$ cat src/rtl/link_packet_unpacker_macros.svh
// ----------------------------------------------------------------------------
// Assertion macros for the link packet unpacker.
// Every macro assumes a clock named clk and an active-low reset named rst_n.
// ----------------------------------------------------------------------------
`ifndef LINK_PACKET_UNPACKER_MACROS_SVH
`define LINK_PACKET_UNPACKER_MACROS_SVH

// Consequent must hold in the same cycle as the antecedent.
`define LPU_ASSERT_SAME(label, ante, cons, msg) \
  label: assert property (@(posedge clk) disable iff (!rst_n) (ante) |-> (cons)) \
    else $error(msg);

// Consequent must hold in the cycle after the antecedent.
`define LPU_ASSERT_NEXT(label, ante, cons, msg) \
  label: assert property (@(posedge clk) disable iff (!rst_n) (ante) |=> (cons)) \
    else $error(msg);

`endif

$ cat src/rtl/lpu_pkg.sv
// ----------------------------------------------------------------------------
// lpu_pkg
// Shared widths, constants and types of the link packet unpacker.
// ----------------------------------------------------------------------------
`timescale 1ns / 1ps
`default_nettype none

package lpu_pkg;

  localparam int WORD_W       = 32;
  localparam int WORD_INDEX_W = 7;
  localparam int KIND_W       = 3;
  localparam int MAP_W        = 64;
  localparam int MAP_POS_W    = 6;
  localparam int CHANNEL_W    = 6;

  localparam int NUM_CHANNELS  = 36;
  localparam int HALF_CHANNELS = 18;

  // Map positions that carry channel samples.
  localparam logic [MAP_POS_W-1:0] CH_LO_FIRST = MAP_POS_W'(1);
  localparam logic [MAP_POS_W-1:0] CH_LO_LAST  = MAP_POS_W'(HALF_CHANNELS);
  localparam logic [MAP_POS_W-1:0] CH_HI_FIRST = MAP_POS_W'(HALF_CHANNELS + 3);
  localparam logic [MAP_POS_W-1:0] CH_HI_LAST  = MAP_POS_W'(NUM_CHANNELS + 2);
  localparam logic [MAP_POS_W-1:0] CH_LO_OFFS  = MAP_POS_W'(1);
  localparam logic [MAP_POS_W-1:0] CH_HI_OFFS  = MAP_POS_W'(3);

  localparam logic [WORD_W-1:0] IDLE_PATTERN   = 32'hACCC_CCCC;
  localparam logic [7:0]        BX_HEADER_MARK = 8'hAA;
  localparam int                IDLE_INDEX     = 41;

  typedef enum logic [KIND_W-1:0] {
    KIND_LINK_HDR  = 3'd0,
    KIND_MAP_LO    = 3'd1,
    KIND_BUNCH_HDR = 3'd2,
    KIND_CHANNEL   = 3'd3,
    KIND_OTHER     = 3'd4
  } kind_t;

  typedef struct packed {
    logic [WORD_INDEX_W-1:0] word_index;
    kind_t                   kind;
    logic [15:0]             link_id;
    logic                    crc_flag;
    logic [10:0]             bunch_id;
    logic [7:0]              write_addr;
    logic                    bunch_header_ok;
    logic [CHANNEL_W-1:0]    channel;
    logic [11:0]             time_over_thr;
    logic [9:0]              time_of_arrival;
    logic [9:0]              adc_value;
    logic                    idle_ok;
  } lpu_res_t;

endpackage

`default_nettype wire

$ cat src/rtl/lpu_stream_if.sv
// ----------------------------------------------------------------------------
// lpu stream interfaces
// Valid/ready channels for packet words in and labeled results out.
// ----------------------------------------------------------------------------
`timescale 1ns / 1ps
`default_nettype none

interface lpu_in_if import lpu_pkg::*; ();
  logic              valid;
  logic              ready;
  logic [WORD_W-1:0] word;
  logic              last_word;

  modport source (output valid, output word, output last_word, input ready);
  modport sink   (input valid, input word, input last_word, output ready);
endinterface

interface lpu_out_if import lpu_pkg::*; ();
  logic                    valid;
  logic                    ready;
  logic [WORD_INDEX_W-1:0] word_index;
  logic [KIND_W-1:0]       kind;
  logic [15:0]             link_id;
  logic                    crc_flag;
  logic [10:0]             bunch_id;
  logic [7:0]              write_addr;
  logic                    bunch_header_ok;
  logic [CHANNEL_W-1:0]    channel;
  logic [11:0]             time_over_thr;
  logic [9:0]              time_of_arrival;
  logic [9:0]              adc_value;
  logic                    idle_ok;

  modport source (
    output valid, output word_index, output kind, output link_id, output crc_flag,
    output bunch_id, output write_addr, output bunch_header_ok, output channel,
    output time_over_thr, output time_of_arrival, output adc_value, output idle_ok,
    input ready
  );
  modport sink (
    input valid, input word_index, input kind, input link_id, input crc_flag,
    input bunch_id, input write_addr, input bunch_header_ok, input channel,
    input time_over_thr, input time_of_arrival, input adc_value, input idle_ok,
    output ready
  );
endinterface

`default_nettype wire

$ cat src/rtl/link_packet_unpacker.sv
// ----------------------------------------------------------------------------
// link_packet_unpacker
// Labels every 32-bit word of a zero-suppressed link packet as it streams in.
// ----------------------------------------------------------------------------
//
//   Channel  Dir  Handshake       Payload
//   in_ch    in   valid / ready   word, last_word
//   out_ch   out  valid / ready   word_index, kind, header, bunch and sample fields
//
// One word is accepted per clock while in_ch.ready is high; its result passes
// an input register, then the decode into the result register, before it leaves.
// The set-bit search on the remaining map is the longest path of the decode.
// Synchronous active-low reset empties both stages and clears the word
// counter and the readout map. in_ch.ready drops only when both stages hold
// a word and out_ch.ready is low.
//
`timescale 1ns / 1ps
`default_nettype none

`include "link_packet_unpacker_macros.svh"

module link_packet_unpacker
  import lpu_pkg::*;
#(
  parameter int MAX_WORD_INDEX = 127
) (
  input  logic              clk,
  input  logic              rst_n,
  lpu_in_if.sink            in_ch,
  lpu_out_if.source         out_ch
);

  // The counter is at least as wide as the reported index so that the low
  // bits always give the index modulo 128.
  localparam int CW_RAW = $clog2(MAX_WORD_INDEX + 1);
  localparam int CW     = (CW_RAW > WORD_INDEX_W) ? CW_RAW : WORD_INDEX_W;
  localparam logic [CW-1:0] CNT_MAX  = CW'(MAX_WORD_INDEX);
  localparam logic [CW-1:0] CNT_IDLE = CW'(IDLE_INDEX);

  // Input stage.
  logic              s1_v_r;
  logic [WORD_W-1:0] s1_word_r;
  logic              s1_last_r;

  // Result stage.
  logic     s2_v_r;
  lpu_res_t res_r;
  lpu_res_t res_nxt;

  // Packet state. rem_r holds the readout map bits that have not yet been
  // taken by a word: clearing the lowest set bit for each word is the same
  // as advancing a pointer to just past the next set bit.
  logic [CW-1:0]    cnt_r;
  logic [CW-1:0]    cnt_nxt;
  logic [MAP_W-1:0] rem_r;
  logic [MAP_W-1:0] rem_nxt;

  logic                 adv2;
  logic                 step;
  logic [MAP_W-1:0]     rem_iso;
  logic [MAP_POS_W-1:0] pos;
  logic                 found;

  // The result stage frees up when it is empty or its word is taken; the
  // input stage then moves forward in the same cycle.
  assign adv2        = !s2_v_r || out_ch.ready;
  assign in_ch.ready = !s1_v_r || adv2;
  assign step        = s1_v_r && adv2;

  // Position of the next set map bit: isolate the lowest set bit, then
  // encode its one-hot position.
  always_comb begin
    rem_iso = rem_r & (~rem_r + MAP_W'(1));
    found   = |rem_r;
    pos     = '0;
    for (int i = 0; i < MAP_W; i++) begin
      if (rem_iso[i]) begin
        pos = pos | MAP_POS_W'(i);
      end
    end
  end

  // Decode of the word in the input stage.
  always_comb begin
    res_nxt            = '0;
    res_nxt.word_index = cnt_r[WORD_INDEX_W-1:0];
    res_nxt.kind       = KIND_OTHER;
    rem_nxt            = rem_r;

    if (cnt_r == '0) begin
      // Link header; it is also the upper half of the readout map.
      res_nxt.kind     = KIND_LINK_HDR;
      res_nxt.link_id  = s1_word_r[31:16];
      res_nxt.crc_flag = s1_word_r[15];
      rem_nxt          = {s1_word_r, 32'h0};
    end else if (cnt_r == CW'(1)) begin
      res_nxt.kind = KIND_MAP_LO;
      rem_nxt      = {rem_r[MAP_W-1:32], s1_word_r};
    end else begin
      // Every word from here on takes one set map bit, if one is left.
      rem_nxt = rem_r & (rem_r - MAP_W'(1));
      if (cnt_r == CW'(2)) begin
        // The bunch header always sits at word 2, whatever the map says.
        res_nxt.kind            = KIND_BUNCH_HDR;
        res_nxt.bunch_id        = s1_word_r[21:11];
        res_nxt.write_addr      = s1_word_r[10:3];
        res_nxt.bunch_header_ok = (s1_word_r[31:24] == BX_HEADER_MARK);
      end else if (found && pos >= CH_LO_FIRST && pos <= CH_LO_LAST) begin
        res_nxt.kind    = KIND_CHANNEL;
        res_nxt.channel = pos - CH_LO_OFFS;
      end else if (found && pos >= CH_HI_FIRST && pos <= CH_HI_LAST) begin
        res_nxt.kind    = KIND_CHANNEL;
        res_nxt.channel = pos - CH_HI_OFFS;
      end
      if (res_nxt.kind == KIND_CHANNEL) begin
        res_nxt.time_over_thr   = s1_word_r[31:20];
        res_nxt.time_of_arrival = s1_word_r[19:10];
        res_nxt.adc_value       = s1_word_r[9:0];
      end
    end

    res_nxt.idle_ok = (cnt_r == CNT_IDLE) && (s1_word_r == IDLE_PATTERN);

    // The last word of a packet returns counter and map to their start.
    if (s1_last_r) begin
      cnt_nxt = '0;
      rem_nxt = '0;
    end else if (cnt_r < CNT_MAX) begin
      cnt_nxt = cnt_r + CW'(1);
    end else begin
      cnt_nxt = cnt_r;
    end
  end

  always_ff @(posedge clk) begin
    if (!rst_n) begin
      s1_v_r <= 1'b0;
      s2_v_r <= 1'b0;
      cnt_r  <= '0;
      rem_r  <= '0;
    end else begin
      if (in_ch.ready) begin
        s1_v_r <= in_ch.valid;
      end
      if (adv2) begin
        s2_v_r <= s1_v_r;
      end
      if (step) begin
        cnt_r <= cnt_nxt;
        rem_r <= rem_nxt;
      end
    end
  end

  always_ff @(posedge clk) begin
    if (in_ch.valid && in_ch.ready) begin
      s1_word_r <= in_ch.word;
      s1_last_r <= in_ch.last_word;
    end
    if (step) begin
      res_r <= res_nxt;
    end
  end

  assign out_ch.valid           = s2_v_r;
  assign out_ch.word_index      = res_r.word_index;
  assign out_ch.kind            = res_r.kind;
  assign out_ch.link_id         = res_r.link_id;
  assign out_ch.crc_flag        = res_r.crc_flag;
  assign out_ch.bunch_id        = res_r.bunch_id;
  assign out_ch.write_addr      = res_r.write_addr;
  assign out_ch.bunch_header_ok = res_r.bunch_header_ok;
  assign out_ch.channel         = res_r.channel;
  assign out_ch.time_over_thr   = res_r.time_over_thr;
  assign out_ch.time_of_arrival = res_r.time_of_arrival;
  assign out_ch.adc_value       = res_r.adc_value;
  assign out_ch.idle_ok         = res_r.idle_ok;

  `LPU_ASSERT_SAME(a_channel_range, s2_v_r && res_r.kind == KIND_CHANNEL,
    res_r.channel < CHANNEL_W'(NUM_CHANNELS), "channel number out of range")
  `LPU_ASSERT_SAME(a_link_hdr_first, s2_v_r && res_r.kind == KIND_LINK_HDR,
    res_r.word_index == '0, "link header reported away from word 0")
  `LPU_ASSERT_NEXT(a_last_restarts, step && s1_last_r,
    cnt_r == '0 && rem_r == '0, "packet state not cleared after last word")
  `LPU_ASSERT_NEXT(a_map_only_shrinks,
    step && !s1_last_r && cnt_r != '0 && cnt_r != CW'(1),
    (rem_r & ~$past(rem_r)) == '0, "readout map gained bits after word 1")

endmodule

`default_nettype wire

$ cat src/flat_wrapper.sv
// flat-port wrapper written by rule: the top's interface ports become plain ports
module link_packet_unpacker_flat import lpu_pkg::*;
#(
  parameter int MAX_WORD_INDEX = 127
)
  (clk, rst_n, in_ch_valid, in_ch_word, in_ch_last_word, in_ch_ready, out_ch_valid, out_ch_word_index, out_ch_kind, out_ch_link_id, out_ch_crc_flag, out_ch_bunch_id, out_ch_write_addr, out_ch_bunch_header_ok, out_ch_channel, out_ch_time_over_thr, out_ch_time_of_arrival, out_ch_adc_value, out_ch_idle_ok, out_ch_ready);
  lpu_in_if in_ch_i ();
  lpu_out_if out_ch_i ();
  input  logic clk;
  input  logic rst_n;
  input wire logic [$bits(in_ch_i.valid)-1:0] in_ch_valid;
  input wire logic [$bits(in_ch_i.word)-1:0] in_ch_word;
  input wire logic [$bits(in_ch_i.last_word)-1:0] in_ch_last_word;
  output wire logic [$bits(in_ch_i.ready)-1:0] in_ch_ready;
  output wire logic [$bits(out_ch_i.valid)-1:0] out_ch_valid;
  output wire logic [$bits(out_ch_i.word_index)-1:0] out_ch_word_index;
  output wire logic [$bits(out_ch_i.kind)-1:0] out_ch_kind;
  output wire logic [$bits(out_ch_i.link_id)-1:0] out_ch_link_id;
  output wire logic [$bits(out_ch_i.crc_flag)-1:0] out_ch_crc_flag;
  output wire logic [$bits(out_ch_i.bunch_id)-1:0] out_ch_bunch_id;
  output wire logic [$bits(out_ch_i.write_addr)-1:0] out_ch_write_addr;
  output wire logic [$bits(out_ch_i.bunch_header_ok)-1:0] out_ch_bunch_header_ok;
  output wire logic [$bits(out_ch_i.channel)-1:0] out_ch_channel;
  output wire logic [$bits(out_ch_i.time_over_thr)-1:0] out_ch_time_over_thr;
  output wire logic [$bits(out_ch_i.time_of_arrival)-1:0] out_ch_time_of_arrival;
  output wire logic [$bits(out_ch_i.adc_value)-1:0] out_ch_adc_value;
  output wire logic [$bits(out_ch_i.idle_ok)-1:0] out_ch_idle_ok;
  input wire logic [$bits(out_ch_i.ready)-1:0] out_ch_ready;
  assign in_ch_i.valid = in_ch_valid;
  assign in_ch_i.word = in_ch_word;
  assign in_ch_i.last_word = in_ch_last_word;
  assign in_ch_ready = in_ch_i.ready;
  assign out_ch_valid = out_ch_i.valid;
  assign out_ch_word_index = out_ch_i.word_index;
  assign out_ch_kind = out_ch_i.kind;
  assign out_ch_link_id = out_ch_i.link_id;
  assign out_ch_crc_flag = out_ch_i.crc_flag;
  assign out_ch_bunch_id = out_ch_i.bunch_id;
  assign out_ch_write_addr = out_ch_i.write_addr;
  assign out_ch_bunch_header_ok = out_ch_i.bunch_header_ok;
  assign out_ch_channel = out_ch_i.channel;
  assign out_ch_time_over_thr = out_ch_i.time_over_thr;
  assign out_ch_time_of_arrival = out_ch_i.time_of_arrival;
  assign out_ch_adc_value = out_ch_i.adc_value;
  assign out_ch_idle_ok = out_ch_i.idle_ok;
  assign out_ch_i.ready = out_ch_ready;
  link_packet_unpacker #(.MAX_WORD_INDEX(MAX_WORD_INDEX)) u_core (.clk(clk), .rst_n(rst_n), .in_ch(in_ch_i), .out_ch(out_ch_i));
endmodule
$ cat config.mk
export PLATFORM = sky130hd
export DESIGN_NAME = link_packet_unpacker_flat
export DESIGN_NICKNAME = d
export VERILOG_FILES = /design/src/rtl/lpu_pkg.sv /design/src/rtl/lpu_stream_if.sv /design/src/rtl/link_packet_unpacker.sv /design/src/flat_wrapper.sv
export VERILOG_INCLUDE_DIRS = /design/src /design/src/rtl
export SDC_FILE = /design/constraint.sdc
export NUM_CORES = 1
export LEC_CHECK = 0
export BUFFER_PORTS_ARGS = -buffer_cell sky130_fd_sc_hd__buf_4
export CORE_ASPECT_RATIO = 1.1
export CORE_MARGIN = 4
export CORE_UTILIZATION = 25
export DETAILED_ROUTE_END_ITERATION = 16
export SYNTH_ARGS = -nofsm -noshare
export SYNTH_HDL_FRONTEND = slang
export SYNTH_SLANG_ARGS = --single-unit
export TNS_END_PERCENT = 1
$ cat constraint.sdc
create_clock -name clk -period 4.3 [get_ports clk]
set_input_delay 0.86 -clock clk [delete_from_list [all_inputs] [get_ports clk]]
set_output_delay 0.86 -clock clk [all_outputs]
set_load 0.01 [all_outputs]
==> results_dict.tcl, run 1 <==
set metrics [dict create \
    status "complete, no violations" \
    drc 0 \
    rsz0062_at_grt "false" \
    hold_path.class "flip-flop to flip-flop" \
    leakage_nw 4.90 \
    firstDrtPassIters 5 \
    synth_nets 1047 \
    crit_arrival_ns 4.33 \
    postRouteAntennaNets 0 \
    required_ns 4.51 \
    cts_made_buffers 17 \
    num_io_pins 125 \
    start_util_pct 25.4 \
    cts_tree "yes" \
    ys_ff_latch 192 \
    drt_iter0_drc 838 \
    hold_violations 0 \
    max_slew.worst_pin.slew_ns 0.913 \
    synth_area_per_cell_um2 9.91 \
    clk_latency_ns 0.47 \
    cts_sinks 192 \
    grt_pass1_vias 8699 \
    grt_pass1_wl_um 57300 \
    cts_hold_buf 0 \
    min_period_ns 4.12 \
    ir_drop_uv 287 \
    yosysWarnings 0 \
    avgRoutedWirePerCell_um 22.9 \
    yosysSeqAreaShare_pct 50.7 \
    p_per_area_mw_per_mm2 394 \
    r2r_cells 14 \
    globalplace.congestion 1.01 \
    cts_buffer_depth 2 \
    grt_overflow_total 0 \
    syn_to_final_growth_pct 26.8 \
    slew_headroom_pct 38.6 \
    synth-async-reset-ratio_pct 0 \
    drive_above_1_share_pct 24.1 \
    core_mm2 0.0392 \
    die_area_mm2 0.0430 \
    synth_edf_count 119 \
    slew_violations 0 \
    cts-root-buf "clkbuf_16" \
    die_w_um 198 \
    whs_path_depth 0 \
    h-tree-depth 4 \
    end_kind "flip-flop" \
    antenna_found_initial 0 \
    totalWireLength_um 38800 \
    hpwl_um 29400 \
    gr-usage-all-layers_pct 17.7 \
    io_buffers 124 \
    instances_no_fill 1693 \
    drv_cap 0 \
    cp-start-kind "flip-flop" \
    grt_max_degree 71 \
    report.power.total_w 0.00496 \
    placementRows 76 \
    crit_fanout 33 \
    synth_cell_type_count 82 \
    synthFlopType "edfxtp_1" \
    final.setup.tns_ns 0 \
    yosysTopAreaCell "edfxtp_1" \
    syn-cell-area_mm2 0.00993 \
    antenna_cells 0 \
    ys_top_cells_by_area "edfxtp_1, dfxtp_1, and2_1" \
    die_y_um 217 \
    num_vias 9131 \
    dp_cells 1657 \
    skew_ns 0.0206 \
    timing.final.crit_share_pct 95.7 \
    syn_inst 1002 \
    critPathKind "flip-flop to flip-flop" \
    fmax_ghz 0.243 \
    synth_top_area_share_pct 36.0 \
    clkTransAtPathRegs_ns 0.08 \
    vias_per_cell 5.39 \
    nets 1218 \
    finalSetupViolCount 0 \
]
## placed cells by master, fill, tap and decap left out, drive strengths merged, types with 7 or more instances in the layout
cell,instances
a21boi,23
a21oi,36
a22o,27
a22oi,14
a31oi,12
and2,71
and3,34
buf,209
clkbuf,18
clkinv,10
dfxtp,73
edfxtp,119
ha,8
inv,22
nand2,75
nand3,45
nand4,35
nor2,59
nor2b,18
nor3,39
nor4,51
o21ai,85
or3,7
## final cells by class
cell class              count  area [um^2]
flip-flops and latches    192         5040
well taps                 507          634
clock inverters            14          183
multi-input cells         735         4640
clock buffers              18          439
repair buffers            209         1590
fillers                  4060        26600
inverters                  18         68.8
## flip-flops by register name, indices dropped and copies added, names as in the netlist, 3 cells and up
register and count:
u_core.cnt_r 7, u_core.out_ch.adc_value 10, u_core.out_ch.bunch_id 11, u_core.out_ch.channel 6, u_core.out_ch.kind 3, u_core.out_ch.link_id 16, u_core.out_ch.time_of_arrival 10, u_core.out_ch.time_over_thr 12
u_core.out_ch.word_index 7, u_core.out_ch.write_addr 8, u_core.rem_r 64, u_core.s1_word_r 32
## power breakdown
part	total, W	internal, W	switching, W
Sequential	0.00215	0.00206	0.0000922
Combinational	0.00117	0.000476	0.000696
Clock	0.00164	0.000805	0.000835
Total	0.00496	0.00334	0.00162
## worst max-delay path, cell delays in order, from the launching register on
cell	delay, ns
dfxtp_1	0.41
nor4_1	0.34
nand4_1	0.34
nor3b_4	0.39
nand2_1	0.14
o41a_1	0.41
and3b_1	0.21
nor3b_2	0.17
buf_4	0.16
ha_1	0.17
or3b_4	0.42
a22oi_4	0.22
a21oi_2	0.10
buf_12	0.16
and2_1	0.19
## kinds of logic (layout without fill, tap and decap cells)
family          Yosys count  after routing  share of synthesized area, %
simple gates            468            468                          27.6
fa+ha+maj                 9              9                          1.11
buf+inv                  75            259                          3.04
xor+xnor                  3              3                         0.265
compound gates          255            255                          17.3
flops                   192            192                          50.7
## what timing repair did
item,4_1_cts,5_1_grt
endpoints found under the setup margin,0,38
resized for setup,0,4
setup buffers,0,4
## cell usage after synthesis, drive strengths merged (3+ instances only)
cell	number
edfxtp	119
o21ai	85
nand2	75
dfxtp	73
and2	71
nor2	59
nor4	51
nand3	45
clkbuf	44
nor3	39
a21oi	36
nand4	35
and3	34
a22o	27
a21boi	23
inv	18
nor2b	18
a22oi	14
buf	13
a31oi	12
ha	8
or3	7
a21o	5
a221oi	5
a31o	5
or4	5
a211oi	4
a41oi	4
and4	4
nor3b	4
nor4bb	4
o31ai	4
nand2b	3
nand3b	3
nand4b	3
o211ai	3
o21bai	3
o31a	3
o32ai	3
or3b	3
## worst paths after layout
kind               startpoint                               to  slack, ns
min           u_core.cnt_r[6]      u_core.out_ch.word_index[6]       0.49
min reg2reg   u_core.cnt_r[6]      u_core.out_ch.word_index[6]       0.49
max          u_core.rem_r[15]  u_core.out_ch.time_over_thr[11]       0.18
max reg2reg  u_core.rem_r[15]  u_core.out_ch.time_over_thr[11]       0.18
## stage by stage
stage	hold slack [ns]	utilization (%)	area (um^2)	setup WS (ns)
2_1_floorplan	0.439	-	9930	0.508
3_3_place_gp	0.465	30.4	11900	0.193
3_5_place_dp	0.481	30.4	11900	0.128
4_1_cts	0.507	32.0	12500	0.115
5_1_grt	0.537	32.1	12600	0.0257
6_report	0.490	32.1	12600	0.185
## layer usage
layer / part of all wire, % / global-route usage, % / vias up
met5: 0 / 0 / -
met4: 3.8 / 7.09 / 0
met3: 5.7 / 2.63 / 80
met1: 41 / 22.8 / 4456
li1: - / - / 4187
met2: 49 / 29.9 / 408
Note: power is estimated with default switching activity, not from simulation.
==> inputs of run 2 (changes only) <==
- CORE_UTILIZATION: 25 -> 50
- PLACE_DENSITY_LB_ADDON: default -> 0.08
- clock period: 4.3 -> 4.5 ns (I/O delays scaled with it)
==> run 2 against run 1 <==
Net effect: global-route usage is 14 points higher; critical path type unchanged; critical path depth is 3 higher; non-clock buffer count is 34 lower; sequential cell count stayed put; power is 4.4% lower; sequential power is 4% lower; via count is 1.6% lower; highest routed layer unchanged; routed wire length is 8.4% lower; utilization is 30 points higher.
==> results_dict.tcl, run 2 (same netlist as run 1, synthesis figures left out) <==
set metrics [dict create \
    cts_buffer_depth 2 \
    ff2ff_setup_slack_ns 0.23 \
    min_period_ns 4.27 \
    die_w_um 142 \
    r2r-start "u_core.rem_r[22]" \
    antenna_cells 0 \
    totalWireLength_um 35600 \
    largest_reg_flops 64 \
    whs_ns 0.488 \
    grt_pass1_vias 8615 \
    final_common_cell "buf_4" \
    grt_overflow_total 0 \
    whs_path_depth 0 \
    leakage_nw 4.74 \
    io_buffers 124 \
    crit_arrival_ns 4.46 \
    gr-usage-all-layers_pct 32.1 \
    firstDrtPassIters 6 \
    finalSetupViolCount 0 \
    cts-root-buf "clkbuf_16" \
    cp-start-kind "flip-flop" \
    fillers 1650 \
    startpoint "u_core.rem_r[22]" \
    cts_tree "yes" \
    timing.final.crit_share_pct 94.9 \
    end_kind "flip-flop" \
    drive_above_1_share_pct 21.9 \
    crit_fanout 21 \
    status "complete, no violations" \
    clk_latency_ns 0.45 \
    slew_violations 0 \
    regMostFlops "u_core.rem_r" \
    postRouteAntennaNets 0 \
    cts_hold_buf 0 \
    hold_path.class "flip-flop to flip-flop" \
    drc 0 \
    fmax_ghz 0.234 \
    seqPwrFrac_pct 43.4 \
    core_mm2 0.0193 \
    die_y_um 156 \
    hold_violations 0 \
    p_clk_share_pct 34.5 \
    slew_headroom_pct 37.1 \
    skew_ns 0.0170 \
    max_slew.worst_pin.slew_ns 0.944 \
    grt_max_degree 52 \
    critPathKind "flip-flop to flip-flop" \
    vias_per_cell 6.42 \
    design_area_mm2 0.0120 \
    num_vias 8986 \
    final_cell_mix "buf_4, edfxtp_1, o21ai_0" \
    r2r_cells 17 \
    drt_iter0_drc 785 \
    die_area_mm2 0.0222 \
    cts_sinks 192 \
    num_io_pins 125 \
    grt_pass1_wl_um 53900 \
    placementRows 53 \
    nets 1185 \
    cts_made_buffers 17 \
    drv_cap 0 \
    p_switching_w 0.00157 \
    p_int_w 0.00317 \
    hp-start "u_core.cnt_r[6]" \
    antenna_found_initial 0 \
    clkTransAtPathRegs_ns 0.08 \
    seq_area_mm2 0.00503 \
    share_comb_of_total_power_pct 22.1 \
    final.setup.tns_ns 0 \
    placed_cell_area_mm2 0.0114 \
    avgRoutedWirePerCell_um 25.4 \
    rsz0062_at_grt "false" \
    h-tree-depth 4 \
    ir_drop_uv 272 \
    required_ns 4.69 \
    globalplace.congestion 1.07 \
    final_core_util_pct 62.4 \
    worstHoldEndpoint "u_core.out_ch.word_index[6]" \
    p_sw_share_pct 33.1 \
    syn_to_final_growth_pct 21.2 \
    multi_input_area_mm2 0.00464 \
    hpwl_um 26400 \
    p_per_area_mw_per_mm2 394 \
    reg2reg_to "u_core.out_ch.time_of_arrival[7]" \
    start_util_pct 51.5 \
]
run 2: power groups by stage:
stage | registers (W) | clock network [W] | logic (W)
finish | 0.00206 | 0.00164 | 0.00105
global route | 0.00206 | 0.00173 | 0.00113
CTS | 0.00205 | 0.00165 | 0.00103
detailed placement | 0.00209 | 0 | 0.00103
global placement | 0.00209 | 0 | 0.00103
floorplan | 0.00207 | 0 | 0.000621
run 2: metal layers:
layer	track usage, %	vias to the layer above	part of all wire (%)
met5	0	-	0
met4	11.2	0	3.1
met3	6.01	62	7.7
met2	51.6	416	48
met1	43.8	4396	41
li1	-	4112	-
run 2: layout make-up:
type                       count  area share, %
clock buffer                  17           3.53
clock inverter                15           1.84
inverter                      18          0.572
multi-input combinational    736           38.6
sequential                   192           41.8
tap                          247           2.57
timing repair buffer         175           11.1
run 2: repair_timing:
item	4_1_cts	5_1_grt
buffers inserted	0	1
hold endpoints to repair	0	0
gates resized for setup	0	2
setup endpoints to repair	0	1
run 2: worst max-delay path by stage:
stage                                       endpoint  slack [ns]  cells after the start
floorplan                   u_core.out_ch.channel[3]        0.71                     15
global placement            u_core.out_ch.channel[3]        0.31                     14
detailed placement          u_core.out_ch.channel[3]        0.25                     14
CTS                         u_core.out_ch.channel[3]        0.23                     14
global route                u_core.out_ch.channel[3]      0.0002                     15
finish              u_core.out_ch.time_of_arrival[7]        0.23                     17
run 2: metrics by stage:
stage          total power, W  worst slack [ns]  std cells
2_1_floorplan         0.00270             0.708       1002
3_3_place_gp          0.00312             0.307       1366
3_5_place_dp          0.00312             0.247       1366
4_1_cts               0.00474             0.227       1398
5_1_grt               0.00493          0.000245       1400
6_report              0.00474             0.229       1400
run 2: worst max-delay path, cell delays in order (launching register included):
cell and delay (ns):
dfxtp_1 0.54, nor4_4 0.09, buf_4 0.18, a31oi_1 0.29, nor3_1 0.14, a311oi_1 0.26, buf_4 0.18, nand4_1 0.28
nor3b_2 0.49, inv_1 0.13, ha_1 0.20, nor2b_1 0.19, a21o_1 0.17, nand2_1 0.10, a22oi_4 0.28, a21oi_2 0.14
buf_12 0.17, and2_1 0.17
==> inputs of run 3 (changes only) <==
- clock period: 4.5 -> 5.2 ns (I/O delays scaled with it)
==> run 3 against run 2 <==
Net effect: clock power fell by 14%; utilization fell by 1.6 points; hold slack better by 0.011 ns; register-to-register slack improved by 0.31 ns; non-clock buffer count fell by 33; first-iteration DRC count up 14%; routed wire length shrank 1.7%; sequential power fell by 14%; setup slack better by 0.31 ns; critical path type unchanged.
==> results_dict.tcl, run 3 (same netlist as run 1, synthesis figures left out) <==
set metrics [dict create \
    gr-usage-all-layers_pct 31.3 \
    rsz0062_at_grt "false" \
    pre_cts_slack_ns 0.713 \
    cts_buffer_depth 2 \
    r2r_cells 16 \
    firstDrtPassIters 7 \
    end_kind "flip-flop" \
    min_period_ns 4.67 \
    avgRoutedWirePerCell_um 25.6 \
    cts_hold_buf 0 \
    die_w_um 142 \
    cp-start-kind "flip-flop" \
    skew_ns 0.0181 \
    crit_arrival_ns 4.86 \
    totalWireLength_um 35000 \
    drive_above_1_share_pct 19.4 \
    cts_tree "yes" \
    crit_fanout 33 \
    largest_reg_flops 64 \
    hpwl_um 25700 \
    globalplace.congestion 1.05 \
    timing.final.crit_share_pct 89.7 \
    report.power.total_w 0.00403 \
    final_common_cell "buf_4" \
    placementRows 53 \
    postRouteAntennaNets 0 \
    drc 0 \
    slew_violations 0 \
    grt_pass1_wl_um 52500 \
    leakage_nw 4.57 \
    final_cell_mix "buf_4, edfxtp_1, o21ai_0" \
    cts_made_buffers 17 \
    clk_latency_ns 0.45 \
    slew_headroom_pct 21.9 \
    grtUsageMet2_pct 51.0 \
    required_ns 5.39 \
    cts_resized 0 \
    hold_violations 0 \
    num_io_pins 125 \
    ir_drop_uv 220 \
    grt_use_met1_pct 40.9 \
    p_per_area_mw_per_mm2 343 \
    die_area_mm2 0.0222 \
    vias_per_cell 6.55 \
    busiest_layer "met2" \
    num_vias 8949 \
    antenna_cells 0 \
    grt_overflow_total 0 \
    hold_path.class "flip-flop to flip-flop" \
    postCtsSetupBuffers 0 \
    cts_sinks 192 \
    final.setup.tns_ns 0 \
    nets 1151 \
    max_slew.worst_pin.slew_ns 1.16 \
    fin_ws_ns 0.535 \
    finalSetupViolCount 0 \
    whs_path_depth 0 \
    io_buffers 124 \
    drv_cap 0 \
    h-tree-depth 4 \
    use_met3_pct 7.23 \
    critPathKind "flip-flop to flip-flop" \
    grt_pass1_vias 8570 \
    status "complete, no violations" \
    core_mm2 0.0193 \
    drt_iter0_drc 896 \
    cts-root-buf "clkbuf_16" \
    clkTransAtPathRegs_ns 0.08 \
    start_util_pct 51.5 \
    regMostFlops "u_core.rem_r" \
    whs_ns 0.498 \
    die_y_um 156 \
    instances_no_fill 1366 \
    antenna_found_initial 0 \
    grt_max_degree 58 \
    syn_to_final_growth_pct 18.1 \
    dp_cells 1334 \
    fmax_ghz 0.214 \
]
[run 3: cell count changes in the layout (fill, tap and decap cells not counted)]
cell / change
buf_12: -2
clkinv_4: -1
nor4_1: +2
clkinv_8: -1
nor4_2: -3
inv_6: +1
buf_4: -31
inv_8: +1
[run 3: cell type report]
cell class / instances / area [um^2]
clock buffer: 17 / 425
inverter: 18 / 68.8
fill: 1653 / 7560
tap: 247 / 309
sequential: 192 / 5030
clock inverter: 15 / 216
multi-input combinational: 735 / 4620
timing repair buffer: 142 / 1070
[run 3: power by group]
group          internal [W]  switching (W)
sequential          0.00170      0.0000785
clock              0.000684       0.000725
combinational      0.000312       0.000528
[run 3: path summary, 6_finish.rpt]
kind,from,endpoint,slack [ns]
max,u_core.rem_r[5],u_core.out_ch.adc_value[8],0.53
max reg2reg,u_core.rem_r[5],u_core.out_ch.adc_value[8],0.53
min,u_core.cnt_r[6],u_core.out_ch.word_index[6],0.50
min reg2reg,u_core.cnt_r[6],u_core.out_ch.word_index[6],0.50
[run 3: critical path, cell delays in order (launching register included)]
cell and delay (ns):
dfxtp_1 0.50, nor2_1 0.18, nand4_1 0.31, nor3_2 0.09, buf_4 0.22, and3_1 0.23, a211oi_1 0.31, nand4_1 0.14
nor3_1 0.71, ha_1 0.35, nor2b_1 0.25, a21o_1 0.18, nand2_1 0.10, a22oi_4 0.28, a21oi_2 0.09, buf_4 0.26
and2_1 0.21
[run 3: through the flow]
step	area (um^2)	utilization (%)
2_1_floorplan	9930	-
3_3_place_gp	11100	57.5
3_5_place_dp	11100	57.5
4_1_cts	11700	60.8
5_1_grt	11700	60.8
6_report	11700	60.8
[run 3: per-layer routing]
metal / vias up / share of wire, %
li1: 4046 / -
met1: 4368 / 40
met2: 449 / 47
met3: 86 / 8.3
met4: 0 / 4.1
met5: - / 0
